## src/sv/sfc_pkg.sv

```systemverilog
package sfc_pkg;

  localparam int unsigned NumCodes   = 3;
  localparam int unsigned CodeLen    = 4;
  localparam int unsigned DigitCount = 3;

  localparam logic [7:0] ChStart = 8'h7E;  // '~'
  localparam logic [7:0] ChEnd   = 8'h3B;  // ';'
  localparam logic [7:0] ChBar   = 8'h7C;  // '|'
  localparam logic [7:0] ChComma = 8'h2C;  // ','
  localparam logic [7:0] ChZero  = 8'h30;
  localparam logic [7:0] ChNine  = 8'h39;
  localparam logic [7:0] CaseMask = 8'hDF;

  // known format codes, upper case, first letter in entry 0
  localparam logic [7:0] KnownCodes [NumCodes][CodeLen] = '{
    '{8'h4E, 8'h45, 8'h49, 8'h4C},
    '{8'h4E, 8'h55, 8'h4E, 8'h4F},
    '{8'h49, 8'h53, 8'h4D, 8'h41}
  };
  localparam logic [3:0] NeededFields [NumCodes] = '{4'd3, 4'd4, 4'd5};

  typedef enum logic [1:0] {
    StAccepted   = 2'd0,
    StMalformed  = 2'd1,
    StUnknown    = 2'd2,
    StFieldCount = 2'd3
  } status_e;

  typedef struct packed {
    status_e     status;
    logic [1:0]  format_index;
    logic [3:0]  field_count;
    logic [7:0]  checksum_computed;
    logic [9:0]  checksum_given;
    logic        checksum_match;
  } result_t;

endpackage

```

## src/sv/sfc_parser.sv

```systemverilog
module sfc_parser (
  input  logic            clk_i,
  input  logic            rst_ni,
  input  logic            advance_i,
  input  logic [7:0]      byte_i,
  output logic            result_valid_o,
  output sfc_pkg::result_t result_o
);
  import sfc_pkg::*;

  typedef enum logic [1:0] {
    PhSearch = 2'd0,
    PhCode   = 2'd1,
    PhData   = 2'd2,
    PhTail   = 2'd3
  } phase_e;

  phase_e      phase_q, phase_d;
  logic [2:0]  code_pos_q, code_pos_d;
  logic [7:0]  letters_q [CodeLen];
  logic        letter_we;
  logic        bad_q, bad_d;
  logic [7:0]  xor_q, xor_d;
  logic        parity_q, parity_d;
  logic [3:0]  commas_q, commas_d;
  logic        nonempty_q, nonempty_d;
  logic [1:0]  digits_q, digits_d;
  logic [9:0]  tail_q, tail_d;

  logic        is_letter, is_digit;
  logic        wellformed;
  logic [4:0]  fields_sum;
  logic [3:0]  fields;
  logic        found;
  logic [1:0]  found_idx;
  logic        code_eq [NumCodes];

  assign is_letter = byte_i inside {[8'h41:8'h5A], [8'h61:8'h7A]};
  assign is_digit  = byte_i inside {[ChZero:ChNine]};

  always_comb begin
    phase_d    = phase_q;
    code_pos_d = code_pos_q;
    letter_we  = 1'b0;
    bad_d      = bad_q;
    xor_d      = xor_q;
    parity_d   = parity_q;
    commas_d   = commas_q;
    nonempty_d = nonempty_q;
    digits_d   = digits_q;
    tail_d     = tail_q;
    if (phase_q == PhSearch) begin
      if (byte_i == ChStart) begin
        phase_d    = PhCode;
        code_pos_d = '0;
        bad_d      = 1'b0;
        xor_d      = '0;
        parity_d   = 1'b0;
        commas_d   = '0;
        nonempty_d = 1'b0;
        digits_d   = '0;
        tail_d     = '0;
      end
    end else if (byte_i == ChEnd) begin
      phase_d = PhSearch;
    end else if (!bad_q) begin
      case (phase_q)
        PhCode: begin
          if (code_pos_q < 3'(CodeLen)) begin
            if (is_letter) begin
              letter_we  = 1'b1;
              code_pos_d = code_pos_q + 3'd1;
            end else begin
              bad_d = 1'b1;
            end
          end else if (byte_i == ChBar) begin
            phase_d = PhData;
          end else begin
            bad_d = 1'b1;
          end
        end
        PhData: begin
          if (byte_i == ChBar) begin
            phase_d = PhTail;
          end else if (byte_i == ChStart) begin
            bad_d = 1'b1;
          end else begin
            xor_d      = xor_q ^ byte_i;
            parity_d   = parity_q ^ byte_i[7];
            nonempty_d = 1'b1;
            if (byte_i == ChComma && commas_q != 4'hF) begin
              commas_d = commas_q + 4'd1;
            end
          end
        end
        default: begin
          if (is_digit && digits_q < 2'(DigitCount)) begin
            tail_d   = 10'(tail_q * 10'd10) + {6'd0, byte_i[3:0]};
            digits_d = digits_q + 2'd1;
          end else begin
            bad_d = 1'b1;
          end
        end
      endcase
    end
  end

  always_ff @(posedge clk_i or negedge rst_ni) begin
    if (!rst_ni) begin
      phase_q    <= PhSearch;
      code_pos_q <= '0;
      bad_q      <= 1'b0;
      xor_q      <= '0;
      parity_q   <= 1'b0;
      commas_q   <= '0;
      nonempty_q <= 1'b0;
      digits_q   <= '0;
      tail_q     <= '0;
    end else if (advance_i) begin
      phase_q    <= phase_d;
      code_pos_q <= code_pos_d;
      bad_q      <= bad_d;
      xor_q      <= xor_d;
      parity_q   <= parity_d;
      commas_q   <= commas_d;
      nonempty_q <= nonempty_d;
      digits_q   <= digits_d;
      tail_q     <= tail_d;
    end
  end

  // letters hold garbage until a full code is seen; matching checks code_pos
  always_ff @(posedge clk_i) begin
    if (advance_i && letter_we) begin
      letters_q[code_pos_q[1:0]] <= byte_i & CaseMask;
    end
  end

  always_comb begin
    found     = 1'b0;
    found_idx = '0;
    for (int k = NumCodes - 1; k >= 0; k--) begin
      code_eq[k] = (letters_q[0] == KnownCodes[k][0]) && (letters_q[1] == KnownCodes[k][1])
                && (letters_q[2] == KnownCodes[k][2]) && (letters_q[3] == KnownCodes[k][3]);
      if (code_eq[k] && code_pos_q == 3'(CodeLen)) begin
        found     = 1'b1;
        found_idx = 2'(k);
      end
    end
  end

  assign wellformed = !bad_q && phase_q == PhTail && digits_q == 2'(DigitCount);
  assign fields_sum = {1'b0, commas_q} + 5'd1;
  assign fields     = !nonempty_q ? 4'd0 : (fields_sum[4] ? 4'hF : fields_sum[3:0]);

  always_comb begin
    result_o.format_index      = '0;
    result_o.field_count       = fields;
    result_o.checksum_computed = xor_q;
    result_o.checksum_given    = tail_q;
    result_o.checksum_match    = wellformed && !parity_q && tail_q == {2'd0, xor_q};
    if (!wellformed) begin
      result_o.status = StMalformed;
    end else if (!found) begin
      result_o.status = StUnknown;
    end else begin
      result_o.format_index = found_idx;
      result_o.status = (fields == NeededFields[found_idx]) ? StAccepted : StFieldCount;
    end
  end

  assign result_valid_o = phase_q != PhSearch && byte_i == ChEnd;

  // data and tail are only reached with a full code
  a_code_full : assert property (@(posedge clk_i) disable iff (!rst_ni)
    (phase_q == PhData || phase_q == PhTail) |-> code_pos_q == 3'(CodeLen))
    else $error("data phase without full code");

  a_back_to_search : assert property (@(posedge clk_i) disable iff (!rst_ni)
    (advance_i && result_valid_o) |=> phase_q == PhSearch)
    else $error("sentence end did not return to search");

  a_match_wellformed : assert property (@(posedge clk_i) disable iff (!rst_ni)
    result_o.checksum_match |-> result_o.status != StMalformed)
    else $error("checksum match on malformed sentence");

  a_pos_range : assert property (@(posedge clk_i) disable iff (!rst_ni)
    code_pos_q <= 3'(CodeLen))
    else $error("code position overrun");

endmodule

```

## src/sv/sfc_out_reg.sv

```systemverilog
module sfc_out_reg (
  input  logic             clk_i,
  input  logic             rst_ni,
  input  logic             load_i,
  input  sfc_pkg::result_t data_i,
  input  logic             ready_i,
  output logic             valid_o,
  output logic             free_o,
  output sfc_pkg::result_t data_o
);
  import sfc_pkg::*;

  logic    valid_q, valid_d;
  result_t data_q;

  assign free_o  = !valid_q || ready_i;
  assign valid_d = load_i || (valid_q && !ready_i);

  always_ff @(posedge clk_i or negedge rst_ni) begin
    if (!rst_ni) begin
      valid_q <= 1'b0;
    end else begin
      valid_q <= valid_d;
    end
  end

  always_ff @(posedge clk_i) begin
    if (load_i) begin
      data_q <= data_i;
    end
  end

  assign valid_o = valid_q;
  assign data_o  = data_q;

endmodule

```

## src/sv/sentence_frame_checker_core.sv

```systemverilog
// Sentence frame checker: byte stream in, one status item per sentence out.
// Input channel (in_valid_i/in_ready_o, byte_in_i) takes one stream byte per
// item. Bytes are discarded until '~'; the sentence then runs to the next
// ';', where one result item appears on the output channel (out_valid_o /
// out_ready_i) with status, format index, field count and checksums.
// Throughput: one byte per cycle, except that a sentence-closing ';' stalls
// while the result register is full. The closing ';' is parsed from the input
// register and loaded into the result register, which drives out_valid_o.
// When the receiver stalls with a result pending, bytes that produce no
// result keep flowing; a ';' that closes a sentence waits in the input
// register and in_ready_o stays low until the result register frees up.
// Reset (rst_ni low, asynchronous) empties both registers and returns the
// parser to searching for a start byte.
module sentence_frame_checker_core (
  input  logic       clk_i,
  input  logic       rst_ni,
  input  logic       in_valid_i,
  output logic       in_ready_o,
  input  logic [7:0] byte_in_i,
  output logic       out_valid_o,
  input  logic       out_ready_i,
  output logic [1:0] status_o,
  output logic [1:0] format_index_o,
  output logic [3:0] field_count_o,
  output logic [7:0] checksum_computed_o,
  output logic [9:0] checksum_given_o,
  output logic       checksum_match_o
);
  import sfc_pkg::*;

  logic       in_valid_q;
  logic [7:0] byte_q;
  logic       advance;
  logic       res_valid;
  logic       out_free;
  result_t    res;
  result_t    out_data;

  assign advance    = in_valid_q && (!res_valid || out_free);
  assign in_ready_o = !in_valid_q || advance;

  always_ff @(posedge clk_i or negedge rst_ni) begin
    if (!rst_ni) begin
      in_valid_q <= 1'b0;
    end else if (in_ready_o) begin
      in_valid_q <= in_valid_i;
    end
  end

  always_ff @(posedge clk_i) begin
    if (in_ready_o && in_valid_i) begin
      byte_q <= byte_in_i;
    end
  end

  sfc_parser u_parser (
    .clk_i          (clk_i),
    .rst_ni         (rst_ni),
    .advance_i      (advance),
    .byte_i         (byte_q),
    .result_valid_o (res_valid),
    .result_o       (res)
  );

  sfc_out_reg u_out_reg (
    .clk_i   (clk_i),
    .rst_ni  (rst_ni),
    .load_i  (advance && res_valid),
    .data_i  (res),
    .ready_i (out_ready_i),
    .valid_o (out_valid_o),
    .free_o  (out_free),
    .data_o  (out_data)
  );

  assign status_o            = out_data.status;
  assign format_index_o      = out_data.format_index;
  assign field_count_o       = out_data.field_count;
  assign checksum_computed_o = out_data.checksum_computed;
  assign checksum_given_o    = out_data.checksum_given;
  assign checksum_match_o    = out_data.checksum_match;

endmodule
```

## config.mk

```make
export PLATFORM = sky130hd
export DESIGN_NAME = sentence_frame_checker_core
export DESIGN_NICKNAME = d
export VERILOG_FILES = /design/src/sv/sfc_pkg.sv /design/src/sv/sfc_parser.sv /design/src/sv/sfc_out_reg.sv /design/src/sv/sentence_frame_checker_core.sv
export SDC_FILE = /design/constraint.sdc
export NUM_CORES = 1
export LEC_CHECK = 0
export ABC_AREA = 1
export BUFFER_PORTS_ARGS = -buffer_cell sky130_fd_sc_hd__buf_2
export CAP_MARGIN = 20
export CORE_AREA = 4 4 102 104
export DETAILED_ROUTE_END_ITERATION = 12
export DIE_AREA = 0 0 106 108
export MAX_ROUTING_LAYER = met4
export PLACE_DENSITY = 0.78
export REMOVE_ABC_BUFFERS = 1
export SLEW_MARGIN = 15
export SYNTH_ARGS = -nofsm -noshare
export SYNTH_HDL_FRONTEND = slang
export SYNTH_SLANG_ARGS = --single-unit
```

## constraint.sdc

```tcl
create_clock -name clk_i -period 4.4 [get_ports clk_i]
set_input_delay 0.88 -clock clk_i [delete_from_list [all_inputs] [get_ports clk_i]]
set_output_delay 0.88 -clock clk_i [all_outputs]
set_load 0.01 [all_outputs]
```

==> results_dict.tcl, run 1 <==
set metrics [dict create \
    power_frac_comb_pct 35.4 \
    wl_mm 10.1 \
    period_share_pct 71.6 \
    place_ws_ns 1.49 \
    netlist_area_sq_um 5160 \
    antenna_found_initial 0 \
    yosysWarnings 0 \
    ir_drop_mv 0.219 \
    finalHoldViolations 0 \
    drt-initial-drc-count 258 \
    synth.avg_cell_area_sq_um 8.98 \
    cts_resized 0 \
    worst_pin_slew_ns 0.776 \
    die_h_um 108 \
    detail_route.first_pass.iterations 5 \
    cts-root-buf "clkbuf_8" \
    skew_ns 0.00612 \
    cts_max_level 3 \
    clk_latency_ns 0.36 \
    hpwl_mm 7.52 \
    io_buffers 40 \
    crit_path_end_kind "primary output" \
    diodes 0 \
    reg2reg_depth 8 \
    gp_congestion 0.897 \
    slew_headroom_pct 48.3 \
    timing.rr.start "u_parser.phase_q[0]" \
    path_clk_slew_ns 0.09 \
    setup_ws_ns 1.25 \
    finalNetCount 661 \
    hold_slack_ns 0.491 \
    ys_ff_latch 97 \
    area_growth_pct 9.59 \
    detail_route.wl_per_cell_um 13.3 \
    holdCritStartpoint "u_parser.tail_q[9]" \
    die_w_um 106 \
    numCtsBuffers 9 \
    finish.utilization_pct 59.3 \
    p_per_area_nw_per_um2 498 \
    cp_cell_sequence "inv_1, ha_1, inv_2, nand4_4, nor2_1, nand2_1, buf_2" \
    worstPathRequired_ns 3.52 \
    worstHoldPathType "register to register" \
    p_int_uw 1720 \
    cts_buffer_depth 2 \
    min_delay_worst_endpoint "u_out_reg.data_o[10]" \
    crit_slowest_cell "ha_1" \
    clkPwrFrac_pct 19.3 \
    post-cts-setup-buffer-count 0 \
    start_kind "register" \
    min_path_cells 0 \
    regToRegEndpoint "u_parser.letters_q[2][2]" \
    final-setup-viol-count 0 \
    p_leak_uw 0.00266 \
    num_vias 3785 \
    via_per_inst 4.99 \
    max_stage_delay_ns 0.59 \
    seq_power_share_pct 45.3 \
    final_max_slew_viol_count 0 \
    rsz0062_at_grt "no" \
    cts_tree "yes" \
    fin_tns_setup_ns 0 \
    grt_remaining_overflow 0 \
    arrival_ns 2.27 \
    reg2reg_slack_ns 1.47 \
    grt_pass1_vias 3737 \
    period_needed_ns 3.15 \
    max-cap-violations 0 \
    p_sw_uw 1100 \
    core_sq_um 9550 \
    swShare_pct 39.0 \
    fillers 832 \
    path_class "register to primary output" \
    cp_max_fo 18 \
    synth_cell_types 35 \
    cts.sink_count 97 \
    status "completed" \
    synth_cells 575 \
    drive_gt1_share_pct 12.0 \
    die_area_sq_um 11400 \
    start_util_pct 54.1 \
    hold_buffers 0 \
    grt_max_degree 35 \
    fmax_mhz 317 \
    rows 36 \
    grtUsageTotal_pct 19.8 \
    drc 0 \
    grt_pass1_wl_mm 17.4 \
    yosysSeqAreaShare_pct 53.1 \
    io_pins 41 \
    ant_nets 0 \
]
-- cell usage after synthesis --
cell type    n  area, sq um
nor3_1       3         15.0
inv_1       87          327
edfxtp_1    63         1890
nand2_2      4         25.0
o21ai_4      1         16.3
xnor2_1     13          114
ha_1        27          338
inv_2        2         7.51
a211oi_1     1         7.51
nand2_1    163          612
nand3_2      2         20.0
buf_6        4         45.0
o21ai_1     12         60.1
o22ai_1      1         6.26
a31oi_1      1         6.26
buf_4        1         7.51
clkbuf_8     1         13.8
a221oi_1     1         8.76
buf_2        1         5.00
o21bai_1     2         15.0
nand4_1      6         37.5
nand3b_1     3         22.5
a21oi_2      1         8.76
o21ai_0     12         60.1
fa_1         2         40.0
xor2_1       5         43.8
nor2_2       5         31.3
nand3_1     43          215
a21boi_0     2         15.0
nand4_4      1         21.3
or2_2        1         6.26
dfrtp_1     34          851
a21oi_1      4         20.0
nor2_1      65          244
nor3b_1      1         7.51
-- final cells by class --
| class | instances | area, sq um | share of cell area (%) |
|---|---|---|---|
| Timing Repair Buffer | 41 | 208 | 3.67 |
| Tap cell | 133 | 166 | 2.94 |
| Clock inverter | 5 | 38.8 | 0.685 |
| Multi-Input combinational cell | 382 | 2020 | 35.7 |
| Inverter | 89 | 334 | 5.90 |
| Clock buffer | 11 | 151 | 2.67 |
| Sequential cell | 97 | 2740 | 48.5 |
-- cell usage in the layout, fill, tap and decap left out, types with 2 or more instances in the layout --
master    Yosys  layout
ha_1         27      27
o21ai_1      12      12
nand4_1       6       6
nand3_2       2       2
inv_1        87      87
inv_2         2       2
nor3_1        3       3
xor2_1        5       5
buf_2         1      40
nor2_2        5       6
xnor2_1      13      13
clkbuf_8      1      11
dfrtp_1      34      34
a21oi_1       4       4
edfxtp_1     63      63
o21ai_0      12      12
nand3_1      43      43
fa_1          2       2
o21bai_1      2       2
nand2_1     163     163
a21boi_0      2       2
clkinv_4      0       2
nand2_2       4       4
nand3b_1      3       3
nor2_1       65      64
-- flip-flops by register name, summed over array words and instances, names as in the netlist --
name                 flops
u_parser.commas_q        4
u_parser.tail_q         10
u_parser.code_pos_q      3
u_parser.letters_q      28
byte_q                   8
u_parser.xor_q           8
u_out_reg.valid_o        1
u_parser.parity_q        1
u_parser.digits_q        2
u_parser.bad_q           1
u_parser.nonempty_q      1
u_parser.phase_q         2
u_out_reg.data_o        27
in_valid_q               1
-- worst max-delay path by stage --
| stage | start | to | slack, ns | depth (start not counted) |
|---|---|---|---|---|
| final | u_parser.phase_q[0] | in_ready_o | 1.25 | 7 |
| after global routing | u_parser.phase_q[0] | in_ready_o | 1.0 | 7 |
| after global placement | u_parser.phase_q[0] | u_parser.letters_q[1][0] | 1.61 | 8 |
| after detailed placement | u_parser.phase_q[0] | u_parser.letters_q[2][1] | 1.49 | 8 |
| after floorplan | u_parser.phase_q[0] | u_out_reg.data_o[0] | 1.49 | 6 |
| after CTS | u_parser.phase_q[0] | in_ready_o | 1.23 | 7 |
-- logic make-up after synthesis --
| kind of cell | synth area share, % |
|---|---|
| buffers and inverters | 7.85 |
| and+or+nand+nor | 24.3 |
| adders and majority gates | 7.32 |
| DFF | 53.1 |
| xor gates and xnor gates | 3.05 |
| AOI/OAI and AO/OA | 4.34 |
-- layer usage --
metal  vias to the layer above  part of all wire (%)  track usage [%]
li1                       1927                     -                -
met1                      1740                    45             25.5
met2                       100                    48             31.1
met3                        18                   4.9             3.82
met4                         0                   2.1             8.23
met5                         -                     0                -
-- critical path: cells and delay by family, from the launching register on --
kind                     cells  cell delay [ns]
buffers and inverters        3             0.51
adder cells (fa/ha/maj)      1             0.59
flip-flops                   1             0.42
AND/OR/NAND/NOR              3             0.39
-- power groups by stage --
| stage | clock network (uW) | logic [uW] | registers (uW) |
|---|---|---|---|
| floorplan | 0 | 807 | 1230 |
| global placement | 0 | 956 | 1290 |
| detailed placement | 0 | 992 | 1300 |
| CTS | 550 | 998 | 1280 |
| global route | 596 | 1170 | 1300 |
| finish | 544 | 1000 | 1280 |
-- stage by stage --
stage	cells	area [sq um]	total power, uW
after floorplan	568	5090	2040
after global placement	742	5470	2240
after detailed placement	742	5470	2290
after CTS	758	5660	2820
after global routing	758	5660	3070
final	758	5660	2820
No activity file was read; power rests on OpenSTA's default activity.
==> run 2: changes to the inputs <==
--- a/config.mk
+++ b/config.mk
@@ -8,11 +8,11 @@
 export ABC_AREA = 1
 export BUFFER_PORTS_ARGS = -buffer_cell sky130_fd_sc_hd__buf_2
 export CAP_MARGIN = 20
-export CORE_AREA = 4 4 102 104
+export CORE_AREA = 4 4 103 105
 export DETAILED_ROUTE_END_ITERATION = 12
-export DIE_AREA = 0 0 106 108
+export DIE_AREA = 0 0 107 109
 export MAX_ROUTING_LAYER = met4
-export PLACE_DENSITY = 0.78
+export PLACE_DENSITY = 0.8
 export REMOVE_ABC_BUFFERS = 1
 export SLEW_MARGIN = 15
 export SYNTH_ARGS = -nofsm -noshare
==> constraint.sdc (replaced) <==
create_clock -name clk_i -period 2.8 [get_ports clk_i]
set_input_delay 0.56 -clock clk_i [delete_from_list [all_inputs] [get_ports clk_i]]
set_output_delay 0.56 -clock clk_i [all_outputs]
set_load 0.01 [all_outputs]
==> results_dict.tcl, run 2 (synthesized netlist as in run 1, its figures left out) <==
set metrics [dict create \
    cts-root-buf "clkbuf_8" \
    final_max_slew_viol_count 0 \
    fin_cells 768 \
    antenna_found_initial 0 \
    status "completed" \
    final_common_cell "nand2_1" \
    dpl.cell_count 752 \
    die_h_um 109 \
    worst_pin_slew_ns 0.771 \
    fin_tns_setup_ns 0 \
    die_w_um 107 \
    final-setup-viol-count 0 \
    path_class "register to primary output" \
    numCtsBuffers 9 \
    arrival_ns 1.94 \
    largest_reg_flops 28 \
    route.met2.wl_mm 4.91 \
    final_cell_mix "nand2_1, inv_1, nor2_1, edfxtp_1, nand3_1" \
    ant_nets 0 \
    p_leak_uw 0.00271 \
    io_pins 41 \
    num_vias 3882 \
    hold_buffers 0 \
    grt_max_degree 35 \
    period_needed_ns 2.50 \
    worstHoldPathType "primary input to asynchronous set/reset pin" \
    gp_congestion 0.920 \
    worstPathRequired_ns 2.24 \
    p_per_area_nw_per_um2 784 \
    drive_gt1_share_pct 13.1 \
    cts_max_level 3 \
    crit_slowest_cell "edfxtp_1" \
    path_delay_family "simple AND/OR/NAND/NOR gates" \
    cts_buffer_depth 2 \
    skew_ns 0.0128 \
    rows 36 \
    io_buffers 40 \
    grt_remaining_overflow 0 \
    core_sq_um 9640 \
    diodes 0 \
    rsz0062_at_grt "no" \
    cp_max_fo 8 \
    highest_layer "met4" \
    start_kind "register" \
    hold_slack_ns 0.273 \
    via_per_inst 5.05 \
    die_area_sq_um 11700 \
    drc 0 \
    cp_cell_sequence "nand2_2, nor2_2, nand4_4, nor2_1, nand2_1, buf_2" \
    post-cts-setup-buffer-count 0 \
    worst-path-buf-inv 1 \
    slew_headroom_pct 48.6 \
    period_share_pct 89.4 \
    finish.utilization_pct 59.5 \
    ir_drop_mv 0.345 \
    fmax_mhz 400 \
    path_clk_slew_ns 0.09 \
    max_stage_delay_ns 0.57 \
    detail_route.first_pass.iterations 5 \
    start_util_pct 53.6 \
    wl_met1_mm 4.58 \
    drt-initial-drc-count 270 \
    cts_resized 0 \
    clk_latency_ns 0.36 \
    grt_pass1_vias 3877 \
    wl_mm 10.2 \
    grtUsageTotal_pct 19.5 \
    detail_route.wl_per_cell_um 13.2 \
    hpwl_mm 7.66 \
    area_growth_pct 11.1 \
    finalHoldViolations 0 \
    max-cap-violations 0 \
    wl_met3_um 459 \
    grt_pass1_wl_mm 17.5 \
    crit_path_end_kind "primary output" \
    cts.sink_count 97 \
    finalPower_uw 4500 \
    finalNetCount 671 \
    cts_tree "yes" \
]
-- run 2: metal layers --
metal | up-vias | track usage (%)
met4 | 0 | 7.95
met5 | - | -
met3 | 17 | 3.43
li1 | 1960 | -
met1 | 1803 | 24.6
met2 | 102 | 31.5
-- run 2: layout make-up --
cell class	instances	area, sq um
Sequential cell	97	2740
Inverter	89	334
Timing Repair Buffer	51	283
Clock inverter	2	10.0
Fill cell	839	3900
Clock buffer	14	184
Tap cell	133	166
Multi-Input combinational cell	382	2020
-- run 2: power breakdown --
| part | switching, uW | total (uW) | internal [uW] |
|---|---|---|---|
| combinational | 1010 | 1640 | 629 |
| sequential | 257 | 1990 | 1740 |
| clock | 447 | 871 | 424 |
-- run 2: final timing paths --
kind	startpoint	end	slack [ns]	depth (start not counted)
min in group clk_i	byte_in_i[6]	byte_q[6]	0.38	1
hold / removal	rst_ni	u_parser.tail_q[6]	0.27	1
max in group asynchronous	rst_ni	u_parser.digits_q[1]	2.04	1
setup reg to reg	u_parser.code_pos_q[0]	u_out_reg.data_o[26]	0.43	14
hold reg to reg	u_parser.digits_q[0]	u_parser.digits_q[0]	0.51	1
setup / recovery	byte_q[4]	in_ready_o	0.30	6
-- run 2: metrics by stage --
stage	instance area [sq um]	setup WS [ns]
2_1_floorplan	5090	-0.108
3_3_place_gp	5550	0.518
3_5_place_dp	5550	0.446
4_1_cts	5740	0.289
5_1_grt	5740	0.173
6_report	5740	0.297
==> run 3: changes to the inputs <==
--- a/config.mk
+++ b/config.mk
@@ -7,12 +7,14 @@
 export LEC_CHECK = 0
 export ABC_AREA = 1
 export BUFFER_PORTS_ARGS = -buffer_cell sky130_fd_sc_hd__buf_2
-export CAP_MARGIN = 20
-export CORE_AREA = 4 4 103 105
+export CELL_PAD_IN_SITES_DETAIL_PLACEMENT = 0
+export CELL_PAD_IN_SITES_GLOBAL_PLACEMENT = 1
+export CORE_AREA = 4 4 116 118
 export DETAILED_ROUTE_END_ITERATION = 12
-export DIE_AREA = 0 0 107 109
+export DIE_AREA = 0 0 120 122
+export GPL_TIMING_DRIVEN = 1
 export MAX_ROUTING_LAYER = met4
-export PLACE_DENSITY = 0.8
+export PLACE_DENSITY = 0.81
 export REMOVE_ABC_BUFFERS = 1
 export SLEW_MARGIN = 15
 export SYNTH_ARGS = -nofsm -noshare
==> results_dict.tcl, run 3 (synthesized netlist as in run 1, its figures left out) <==
set metrics [dict create \
    status "completed" \
    finalHoldViolations 0 \
    max-cap-violations 0 \
    grt_pass1_vias 3722 \
    drt-initial-drc-count 204 \
    start_util_pct 41.4 \
    cts_tree "yes" \
    detail_route.first_pass.iterations 5 \
    drive_gt1_share_pct 13.1 \
    timing.rr.start "u_parser.tail_q[1]" \
    fillers 1195 \
    cts.sink_count 97 \
    clk_latency_ns 0.35 \
    numCtsBuffers 9 \
    multiInputGateArea_sq_um 2020 \
    largest_reg_flops 28 \
    start_kind "register" \
    final_max_slew_viol_count 0 \
    p_per_area_nw_per_um2 820 \
    final_common_cell "nand2_1" \
    place_ws_ns 0.457 \
    period_share_pct 89.5 \
    regToRegEndpoint "u_parser.tail_q[8]" \
    fmax_mhz 399 \
    area_growth_pct 13.7 \
    slew_headroom_pct 48.2 \
    rsz0062_at_grt "no" \
    io_buffers 40 \
    final-setup-viol-count 0 \
    path_clk_slew_ns 0.06 \
    ant_nets 0 \
    via_per_inst 4.68 \
    cts_resized 0 \
    worstHoldPathType "primary input to asynchronous set/reset pin" \
    design_area_sq_um 5870 \
    hold_slack_ns 0.291 \
    skew_ns 0.00758 \
    drc 0 \
    diodes 0 \
    wl_mm 10.5 \
    reg2reg_depth 11 \
    die_h_um 122 \
    place_area_sq_um 5580 \
    hold_buffers 0 \
    crit_path_end_kind "primary output" \
    core_sq_um 12500 \
    die_area_sq_um 14600 \
    cts_buffer_depth 2 \
    grt_remaining_overflow 0 \
    hpwl_mm 8.17 \
    grt_pass1_wl_mm 17.8 \
    reg2reg_slack_ns 0.47 \
    rows 41 \
    p_leak_uw 0.00275 \
    antenna_found_initial 0 \
    register_area_sq_um 2740 \
    die_w_um 120 \
    arrival_ns 1.95 \
    grtUsageTotal_pct 16.0 \
    ir_drop_mv 0.336 \
    worstPathRequired_ns 2.24 \
    path_class "register to primary output" \
    grt_max_degree 35 \
    finalNetCount 669 \
    setup_ws_ns 0.295 \
    cp_max_fo 8 \
    period_needed_ns 2.51 \
    detail_route.wl_per_cell_um 13.1 \
    cts-root-buf "clkbuf_16" \
    gp_congestion 0.903 \
    io_pins 41 \
    cts_max_level 3 \
    post-cts-setup-buffer-count 0 \
    worst_pin_slew_ns 0.777 \
    num_vias 3770 \
    final_cell_mix "nand2_1, inv_1, nor2_1, edfxtp_1, nand3_1" \
]
[run 3: cell type report]
cell class	instances	area share [%]
flip-flops and latches	97	46.7
multi-input cells	382	34.4
inverters	89	5.69
repair buffers	49	4.56
clock buffers	9	3.83
well taps	172	3.66
clock inverters	7	1.19
[run 3: per-layer routing]
layer  GRT usage [%]  part of all wire [%]
met1            20.0                    46
met2            25.7                    47
met3            2.65                   3.5
met4            7.16                   3.1
met5               -                     0
[run 3: metrics by stage]
step | cells | util [%] | TNS [ns] | total power [uW]
after detailed placement | 789 | 44.8 | 0 | 3650
after global placement | 789 | 44.8 | 0 | 3610
after CTS | 805 | 47.1 | 0 | 4860
final | 805 | 47.1 | 0 | 4820
after global routing | 805 | 47.1 | 0 | 5220
after floorplan | 568 | - | -2.92 | 3210
[run 3: where the power goes]
part / total [uW] / switching, uW / leakage (uW) / internal [uW]
Combinational: 1620 / 997 / 0.00156 / 618
Clock: 1210 / 516 / 0.000146 / 691
Sequential: 1990 / 253 / 0.00104 / 1740
Total: 4820 / 1770 / 0.00275 / 3050
[run 3: critical path, stage by stage (launching register included)]
cell and delay (ns):
edfxtp_1 0.59, nand2_2 0.16, nor2_2 0.21, nand4_4 0.17, nor2_1 0.17, nand2_1 0.13
buf_2 0.17
[run 3: how the worst max path moves through the flow]
stage | slack (ns) | start | end
CTS | 0.29 | byte_q[4] | in_ready_o
detailed placement | 0.46 | u_parser.tail_q[1] | u_parser.tail_q[9]
finish | 0.29 | byte_q[4] | in_ready_o
global route | 0.18 | u_parser.code_pos_q[0] | u_out_reg.data_o[26]
floorplan | -0.11 | u_parser.phase_q[0] | u_out_reg.data_o[0]
global placement | 0.49 | u_parser.tail_q[1] | u_parser.tail_q[9]
